**config.mk**
```make
export PLATFORM = sky130hd
export DESIGN_NAME = overwriting_ring_offset_lookup_top
export DESIGN_NICKNAME = d
export VERILOG_FILES = /design/src/hw/rtl/orol_pkg.sv /design/src/hw/rtl/overwriting_ring_offset_lookup_top.sv /design/src/hw/rtl/orol_datapath.sv /design/src/hw/rtl/orol_ctrl.sv
export VERILOG_INCLUDE_DIRS = /design/src /design/src/hw/rtl
export SDC_FILE = /design/constraint.sdc
export NUM_CORES = 1
export LEC_CHECK = 0
export ABC_CLOCK_PERIOD_IN_PS = 10200
export BUFFER_PORTS_ARGS = -buffer_cell sky130_fd_sc_hd__buf_4
export CAP_MARGIN = 20
export CORE_ASPECT_RATIO = 0.6
export CORE_MARGIN = 5
export CORE_UTILIZATION = 50
export CTS_BUF_LIST = sky130_fd_sc_hd__clkbuf_8
export DETAILED_ROUTE_END_ITERATION = 12
export GPL_ROUTABILITY_DRIVEN = 0
export PLACE_DENSITY = 0.78
export SKIP_LAST_GASP = 1
export SYNTH_ARGS = -nofsm -noshare
export SYNTH_HDL_FRONTEND = slang
export SYNTH_HIERARCHICAL = 1
export SYNTH_SLANG_ARGS = --single-unit
```
**constraint.sdc**
```tcl
create_clock -name i_clk -period 10.2 [get_ports i_clk]
set_input_delay 1.53 -clock i_clk [delete_from_list [all_inputs] [get_ports i_clk]]
set_output_delay 1.53 -clock i_clk [all_outputs]
set_load 0.05 [all_outputs]
```
**src/hw/rtl/assert_macros.svh**
```systemverilog
// Assertion macros for the RTL files; the top level includes them.
// Define ASSERT_OFF to compile the checks out.
`ifndef ASSERT_MACROS_SVH
`define ASSERT_MACROS_SVH

`ifndef ASSERT_OFF

// Property that must hold at every clock edge out of reset
`define ASSERT_PROP(lbl, clk, rst_n, prop, msg) \
    lbl: assert property (@(posedge clk) disable iff (!rst_n) prop) else $error(msg);

// Condition that must never be true out of reset
`define ASSERT_NEVER(lbl, clk, rst_n, cond, msg) \
    lbl: assert property (@(posedge clk) disable iff (!rst_n) !(cond)) else $error(msg);

`else

`define ASSERT_PROP(lbl, clk, rst_n, prop, msg)
`define ASSERT_NEVER(lbl, clk, rst_n, cond, msg)

`endif

`endif

```
**src/hw/rtl/orol_pkg.sv**
```systemverilog
// ----------------------------------------------------------------------------
// orol_pkg
// Types and constants of the overwriting ring with offset lookup.
// ----------------------------------------------------------------------------
package orol_pkg;

    localparam int DEPTH  = 16;
    localparam int IDX_W  = $clog2(DEPTH);
    localparam int CNT_W  = $clog2(DEPTH + 1);
    localparam int HDL_W  = 32;
    localparam int SIZE_W = 16;
    localparam int OFF_W  = 20;
    // running byte total of the walked entries, one more entry included
    localparam int BEF_W  = SIZE_W + CNT_W;

    localparam logic KIND_ADD  = 1'b0;
    localparam logic KIND_FIND = 1'b1;

    typedef struct packed {
        logic              kind;
        logic [HDL_W-1:0]  entry_handle;
        logic [SIZE_W-1:0] entry_size;
        logic [OFF_W-1:0]  byte_pos;
    } t_in;

    typedef struct packed {
        logic              found;
        logic [HDL_W-1:0]  found_handle;
        logic [SIZE_W-1:0] found_size;
        logic [SIZE_W-1:0] byte_in_entry;
    } t_out;

    // controller to datapath
    typedef struct packed {
        logic add;      // write the entry, move the indices
        logic load;     // latch offset, start the walk at the oldest entry
        logic advance;  // move the walk address on
        logic accum;    // add compared size to total, one entry fewer left
        logic emit;     // capture the result
    } t_dp_cmd;

    // datapath to controller
    typedef struct packed {
        logic hit;       // compared entry holds the offset
        logic walk_end;  // no stored entry left to compare
    } t_dp_sts;

endpackage

```
**src/hw/rtl/overwriting_ring_offset_lookup_top.sv**
```systemverilog
// ----------------------------------------------------------------------------
// overwriting_ring_offset_lookup_top
// Ring of entries (handle, byte size) with overwrite of the oldest entry and
// lookup of a byte offset into the concatenated entries.
// ----------------------------------------------------------------------------
// Usage:
//   A transaction is taken when start is high and busy is low; i_item holds
//   the kind and the fields. An add writes the entry in the cycle it is
//   taken and gives no result; the next transaction may follow at once.
//   A full ring overwrites its oldest entry. A find walks the stored
//   entries from oldest to newest, one per cycle, out of the entry memory
//   with its registered read port. Busy is high from the cycle after the
//   start and is low again in the o_done cycle. o_done pulses for one
//   cycle with o_result; the find first primes the read of the oldest
//   entry, then compares entries until one matches or all stored entries
//   have been compared. The next transaction can be taken in the o_done
//   cycle. A not-found result has all fields zero. The receiver cannot hold
//   results off: o_result is valid only while o_done is high and holds its
//   value until the next find completes.
//   Synchronous reset empties the ring and returns the sequencer to idle;
//   entry contents are not cleared and need no clearing pass.
// ----------------------------------------------------------------------------
`include "assert_macros.svh"

module overwriting_ring_offset_lookup_top (
    input  logic            i_clk,
    input  logic            i_rst_n,
    input  logic            start,
    output logic            busy,
    input  orol_pkg::t_in   i_item,
    output logic            o_done,
    output orol_pkg::t_out  o_result
);

    orol_pkg::t_dp_cmd cmd;
    orol_pkg::t_dp_sts sts;

    orol_ctrl u_ctrl (
        .i_clk   (i_clk),
        .i_rst_n (i_rst_n),
        .i_start (start),
        .i_kind  (i_item.kind),
        .i_sts   (sts),
        .o_cmd   (cmd),
        .o_busy  (busy),
        .o_done  (o_done)
    );

    orol_datapath u_dp (
        .i_clk    (i_clk),
        .i_rst_n  (i_rst_n),
        .i_item   (i_item),
        .i_cmd    (cmd),
        .o_sts    (sts),
        .o_result (o_result)
    );

    // checks
    `ASSERT_PROP(a_find_goes_busy, i_clk, i_rst_n,
        start && !busy && (i_item.kind == orol_pkg::KIND_FIND) |=> busy,
        "find transaction did not start a walk")
    `ASSERT_PROP(a_done_after_busy, i_clk, i_rst_n,
        o_done |-> $past(busy) && !busy,
        "result strobe without a finished walk")
    `ASSERT_PROP(a_done_single, i_clk, i_rst_n,
        o_done |=> !o_done,
        "result strobe longer than one cycle")
    `ASSERT_PROP(a_miss_zero, i_clk, i_rst_n,
        o_done && !o_result.found |-> (o_result.found_handle == '0)
            && (o_result.found_size == '0) && (o_result.byte_in_entry == '0),
        "not-found result carries nonzero fields")

endmodule

```
**src/hw/rtl/orol_datapath.sv**
```systemverilog
// ----------------------------------------------------------------------------
// orol_datapath
// Ring storage, ring indices, and the offset walk with its result register.
// ----------------------------------------------------------------------------
module orol_datapath (
    input  logic                i_clk,
    input  logic                i_rst_n,
    input  orol_pkg::t_in       i_item,
    input  orol_pkg::t_dp_cmd   i_cmd,
    output orol_pkg::t_dp_sts   o_sts,
    output orol_pkg::t_out      o_result
);

    localparam int IDX_W  = orol_pkg::IDX_W;
    localparam int CNT_W  = orol_pkg::CNT_W;
    localparam int SIZE_W = orol_pkg::SIZE_W;
    localparam int BEF_W  = orol_pkg::BEF_W;

    // entry storage, no reset
    logic [orol_pkg::HDL_W-1:0] mem_handle [orol_pkg::DEPTH];
    logic [SIZE_W-1:0]          mem_size   [orol_pkg::DEPTH];

    logic [IDX_W-1:0]           r_wr_idx, n_wr_idx;
    logic [IDX_W-1:0]           r_rd_idx, n_rd_idx;
    logic                       r_full, n_full;

    logic [IDX_W-1:0]           r_addr;
    logic [CNT_W-1:0]           r_left;
    logic [BEF_W-1:0]           r_before;
    logic [orol_pkg::OFF_W-1:0] r_offset;
    logic [orol_pkg::HDL_W-1:0] r_rd_handle;
    logic [SIZE_W-1:0]          r_rd_size;
    orol_pkg::t_out             r_result;

    logic [IDX_W-1:0]           wr_next;
    logic [IDX_W-1:0]           addr_next;
    logic [CNT_W-1:0]           count;
    logic [BEF_W-1:0]           end_pos;
    logic [BEF_W-1:0]           rel_pos;

    function automatic logic [IDX_W-1:0] ring_next(input logic [IDX_W-1:0] idx);
        logic [IDX_W-1:0] nxt;
        nxt = (idx == IDX_W'(orol_pkg::DEPTH - 1)) ? '0 : idx + 1'b1;
        return nxt;
    endfunction

    // stored entry count
    always_comb begin
        if (r_full) begin
            count = CNT_W'(orol_pkg::DEPTH);
        end else if (r_wr_idx >= r_rd_idx) begin
            count = CNT_W'(r_wr_idx) - CNT_W'(r_rd_idx);
        end else begin
            count = CNT_W'(orol_pkg::DEPTH) - CNT_W'(r_rd_idx) + CNT_W'(r_wr_idx);
        end
    end

    // add: index update, overwrite when full
    always_comb begin
        wr_next  = ring_next(r_wr_idx);
        n_wr_idx = r_wr_idx;
        n_rd_idx = r_rd_idx;
        n_full   = r_full;
        if (i_cmd.add) begin
            n_wr_idx = wr_next;
            if (r_full) begin
                n_rd_idx = wr_next;
            end else if (wr_next == r_rd_idx) begin
                n_full = 1'b1;
            end
        end
    end

    always_ff @(posedge i_clk) begin
        if (!i_rst_n) begin
            r_wr_idx <= '0;
            r_rd_idx <= '0;
            r_full   <= 1'b0;
        end else begin
            r_wr_idx <= n_wr_idx;
            r_rd_idx <= n_rd_idx;
            r_full   <= n_full;
        end
    end

    // memory write and registered read at the walk address
    always_ff @(posedge i_clk) begin
        if (i_cmd.add) begin
            mem_handle[r_wr_idx] <= i_item.entry_handle;
            mem_size[r_wr_idx]   <= i_item.entry_size;
        end
        r_rd_handle <= mem_handle[r_addr];
        r_rd_size   <= mem_size[r_addr];
    end

    // compare of the entry just read
    assign addr_next = ring_next(r_addr);
    assign end_pos   = r_before + BEF_W'(r_rd_size);
    assign rel_pos   = BEF_W'(r_offset) - r_before;

    assign o_sts.walk_end = (r_left == '0);
    assign o_sts.hit      = (r_left != '0) && (r_rd_size != '0)
                            && (BEF_W'(r_offset) < end_pos);

    // walk registers
    always_ff @(posedge i_clk) begin
        if (i_cmd.load) begin
            r_addr   <= r_rd_idx;
            r_left   <= count;
            r_before <= '0;
            r_offset <= i_item.byte_pos;
        end else begin
            if (i_cmd.advance) begin
                r_addr <= addr_next;
            end
            if (i_cmd.accum) begin
                r_before <= end_pos;
                r_left   <= r_left - 1'b1;
            end
        end
    end

    // result register, zeros when nothing matched
    always_ff @(posedge i_clk) begin
        if (i_cmd.emit) begin
            if (o_sts.hit) begin
                r_result.found         <= 1'b1;
                r_result.found_handle  <= r_rd_handle;
                r_result.found_size    <= r_rd_size;
                r_result.byte_in_entry <= rel_pos[SIZE_W-1:0];
            end else begin
                r_result <= '0;
            end
        end
    end

    assign o_result = r_result;

endmodule

```
**src/hw/rtl/orol_ctrl.sv**
```systemverilog
// ----------------------------------------------------------------------------
// orol_ctrl
// Sequencer for add and find transactions, drives the datapath commands.
// ----------------------------------------------------------------------------
module orol_ctrl (
    input  logic               i_clk,
    input  logic               i_rst_n,
    input  logic               i_start,
    input  logic               i_kind,
    input  orol_pkg::t_dp_sts  i_sts,
    output orol_pkg::t_dp_cmd  o_cmd,
    output logic               o_busy,
    output logic               o_done
);

    typedef enum logic [1:0] {
        ST_IDLE,
        ST_PRIME,
        ST_WALK
    } t_state;

    t_state r_state, n_state;
    logic   r_done, n_done;

    // next state and commands
    always_comb begin
        n_state = r_state;
        n_done  = 1'b0;
        o_cmd   = '0;
        unique case (r_state)
            ST_IDLE: begin
                if (i_start) begin
                    if (i_kind == orol_pkg::KIND_FIND) begin
                        o_cmd.load = 1'b1;
                        n_state    = ST_PRIME;
                    end else begin
                        o_cmd.add = 1'b1;
                    end
                end
            end
            ST_PRIME: begin
                // first entry is being read
                o_cmd.advance = 1'b1;
                n_state       = ST_WALK;
            end
            ST_WALK: begin
                if (i_sts.hit || i_sts.walk_end) begin
                    o_cmd.emit = 1'b1;
                    n_done     = 1'b1;
                    n_state    = ST_IDLE;
                end else begin
                    o_cmd.advance = 1'b1;
                    o_cmd.accum   = 1'b1;
                end
            end
            default: begin
                n_state = ST_IDLE;
            end
        endcase
    end

    always_ff @(posedge i_clk) begin
        if (!i_rst_n) begin
            r_state <= ST_IDLE;
            r_done  <= 1'b0;
        end else begin
            r_state <= n_state;
            r_done  <= n_done;
        end
    end

    assign o_busy = (r_state != ST_IDLE);
    assign o_done = r_done;

endmodule
```
==> impl_metrics.json <==
{
  "run_status": "complete, no violations",
  "critical_path.top_delay_family": "compound AO/OA/AOI/OAI gates",
  "synth_area_leaders": "edfxtp_1 (70%), mux4_2 (15%), dfxtp_1 (4.4%)",
  "relSlewSlack_pct": 29.7,
  "die_y_um": 221,
  "final_hold_viol_count": 0,
  "pin_count_of_the_biggest_net_entering_global_routing": 126,
  "grt_setup_unrepaired": "no",
  "clk_transition_reported_paths_ps": 60,
  "worstMarginPinSlew_ps": 1050,
  "row_count": 77,
  "boundaryPins": 139,
  "final_antenna_net_count": 0,
  "cp_data_required_time_ps": 10790,
  "synth_cells": 1793,
  "layout-area-overhead-vs-synth_pct": 12.9,
  "mostFrequentLayoutCell": "edfxtp_1",
  "fp.coreArea_um2": 73400,
  "seq_area_um2": 27500,
  "synthDominantAreaCellType": "edfxtp_1",
  "cts.sink_count": 943,
  "min_period_over_period_pct": 62.6,
  "synth_xor_area_share_pct": 0.995,
  "ys_seq_area_share_pct": 74.4,
  "clk_path_buf_depth": 3,
  "synth.ff_latch_count": 943,
  "max_stage_delay_ps": 700,
  "grt_overflow_total": 0,
  "dr.first_iter.drc_count": 1783,
  "tritoncts": "done",
  "cts-buffers-inserted": 135,
  "muxShareOfSynthArea_pct": 15.1,
  "initial_core_utilization_pct": 50.3,
  "max_transition_viols_final": 0,
  "clock_latency_ps": 740,
  "vias_post_dr": 18131,
  "synth.cell_area_um2": 37000,
  "count_of_flip_flops_with_a_built_in_enable_after_synthesis": 862,
  "fmaxAchievable_mhz": 157,
  "finalSetupViolations": 0,
  "critical_path.n_buffers_inverters": 4,
  "drt_pre_antenna_iters": 5,
  "synth-async-reset-ratio_pct": 0,
  "cell_chain_critical_path": "ha_1 -> inv_1 -> fa_1 -> nor2b_1 -> o31ai_1 -> nand2b_1 -> a21o_1 -> a21o_1 -> a21oi_1 -> xor2_1 -> ha_1 -> and4_1 -> a21oi_1 -> o211ai_1 -> a2111oi_0 -> o21ai_0 -> a211oi_4 -> buf_4 -> nor3b_4 -> buf_4 -> inv_1 -> nor4b_1 -> mux2i_1 -> o311ai_0",
  "cp_max_fo": 67,
  "most-common-layout-cells": "edfxtp_1 (862), mux4_2 (240), buf_4 (167)",
  "worst_clock_skew_ps": 40.1,
  "synth_compound_gate_area_share_pct": 2.07,
  "cts.root.buffer_cell": "clkbuf_8",
  "synth.lib_cells_used.distinct": 62,
  "timing.critical_path.arrival_ps": 6980,
  "timing.setup.tns_ps": 0,
  "post_cts_hold_buffer_count": 0,
  "ir_drop_mv": 0.106,
  "post_cts_buffers": 0,
  "synth_adder_area_share_pct": 2.33,
  "syn_area_per_cell_um2": 20.6,
  "synth_nets": 1932,
  "grt_pass1_wl_um": 116000,
  "drc_errors": 0,
  "yosys.area_share.simple_pct": 3.81,
  "routed_wire_length_per_instance_um": 24.9,
  "total_wirelength_of_the_detailed_routed_design_um": 77600,
  "synth_top_cell_area_share_pct": 70.0,
  "min_path_type": "reg -> reg",
  "synth_warnings": 6,
  "ctsResizeCount": 0,
  "fp.dieW_um": 361,
  "n_fill_cell": 5234,
  "grtUsageTotal_pct": 19.4,
  "power.density_cell_area_nw_per_um2": 188,
  "grt_pass1_vias": 18550,
  "max_cap_check_violation_count": 0,
  "worst_setup_path_start_kind": "flop",
  "die-area_um2": 79600,
  "critical_path.slowest_cell": "a2111oi_0",
  "ys_dominant_reg_cell": "edfxtp_1",
  "final_nets": 2161,
  "vias_per_cell": 5.82,
  "crit_type": "reg -> reg",
  "layout_min_cycle_time_ps": 6390,
  "numPortBuffers": 138,
  "multiInputGateArea_um2": 9020,
  "final_layout_size_suffix_gt1_share_pct": 28.9,
  "post-dp-hpwl_um": 41400,
  "dominant_combinational_cell_family_by_area_after_synthesis": "multiplexers",
  "total_power_uw": 7850,
  "initial_antenna_violation_count": 6,
  "p_leak_uw": 0.0139,
  "worstSetupEndpointType": "flop",
  "htree_num_levels": 4
}
## tightest hold or removal path, delay by kind of cell, from the launching register on
family | cells | cell delay [ps]
flip-flops | 1 | 330
AND/OR/NAND/NOR | 1 | 60
multiplexers | 1 | 60
## cells in the mapped netlist, drive strengths merged (8+ instances only)
cell,number
edfxtp,862
mux4,240
dfxtp,81
and2,78
ha,64
clkbuf,45
nor2,41
a21oi,36
inv,36
buf,31
nand2,30
o21ai,30
xor2,22
xnor2,20
nor2b,18
nand3,17
nand2b,13
mux2i,12
nor3,11
nor4,10
and3,8
o21a,8
## flip-flops by register name (all words and copies together) (netlist names)
signal and count:
u_dp/mem_handle 512, u_dp/mem_size 256, u_dp/o_result 65, u_dp/r_rd_handle 32, u_dp/r_before 21, u_dp/r_offset 20
u_dp/r_rd_size 16, u_dp/r_left 5, u_dp/r_addr 4, u_dp/r_rd_idx 4, u_dp/r_wr_idx 4, u_ctrl/r_state 2
u_ctrl/o_done 1, u_dp/r_full 1
## routing by layer
| layer | vias up | track usage, % | part of all wire, % |
|---|---|---|---|
| met3 | 111 | 4.45 | 8.5 |
| met4 | 8 | 4.93 | 1.7 |
| met5 | - | 0 | 0.050 |
| met2 | 811 | 31.2 | 49 |
| li1 | 7792 | - | - |
| met1 | 9409 | 27.4 | 41 |
## layout make-up
type	instances	share of cell area, %
flip-flops and latches	943	65.9
multi-input cells	737	21.6
clock buffers	146	4.81
repair buffers	168	3.05
well taps	987	2.96
clock inverters	95	1.32
inverters	37	0.333
diodes	3	0.0180
## power breakdown
group,switching (uW),internal (uW)
Sequential,37.6,4300
Combinational,376,307
Clock,1400,1430
## path summary, 6_finish.rpt
check                    startpoint                 to  slack [ps]  cells past startpoint
setup / recovery  u_dp/r_rd_size[0]  u_dp/r_before[10]        3810                     24
hold / removal    u_ctrl/r_state[1]  u_ctrl/r_state[1]         490                      2
setup reg to reg  u_dp/r_rd_size[0]  u_dp/r_before[10]        3810                     24
hold reg to reg   u_ctrl/r_state[1]  u_ctrl/r_state[1]         490                      2
## logic make-up after synthesis
| logic type | count (synthesis) |
|---|---|
| AO/OA/AOI/OAI | 120 |
| XOR/XNOR | 42 |
| adder cells (fa/ha/maj) | 67 |
| buffers and inverters | 113 |
| flip-flops | 943 |
| multiplexers | 257 |
| AND/OR/NAND/NOR | 251 |
## per-stage QoR
stage	std cells	worst slack [ps]	utilization [%]	instance area, um2	hold WS [ps]
floorplan	1793	4560	-	37000	451
global placement	2872	3960	53.4	39200	461
detailed placement	2872	3840	53.4	39200	481
CTS	3113	3810	56.8	41700	493
global route	3115	3350	56.9	41700	517
finish	3116	3810	56.9	41700	493
Note: power is estimated with default switching activity, not from simulation.
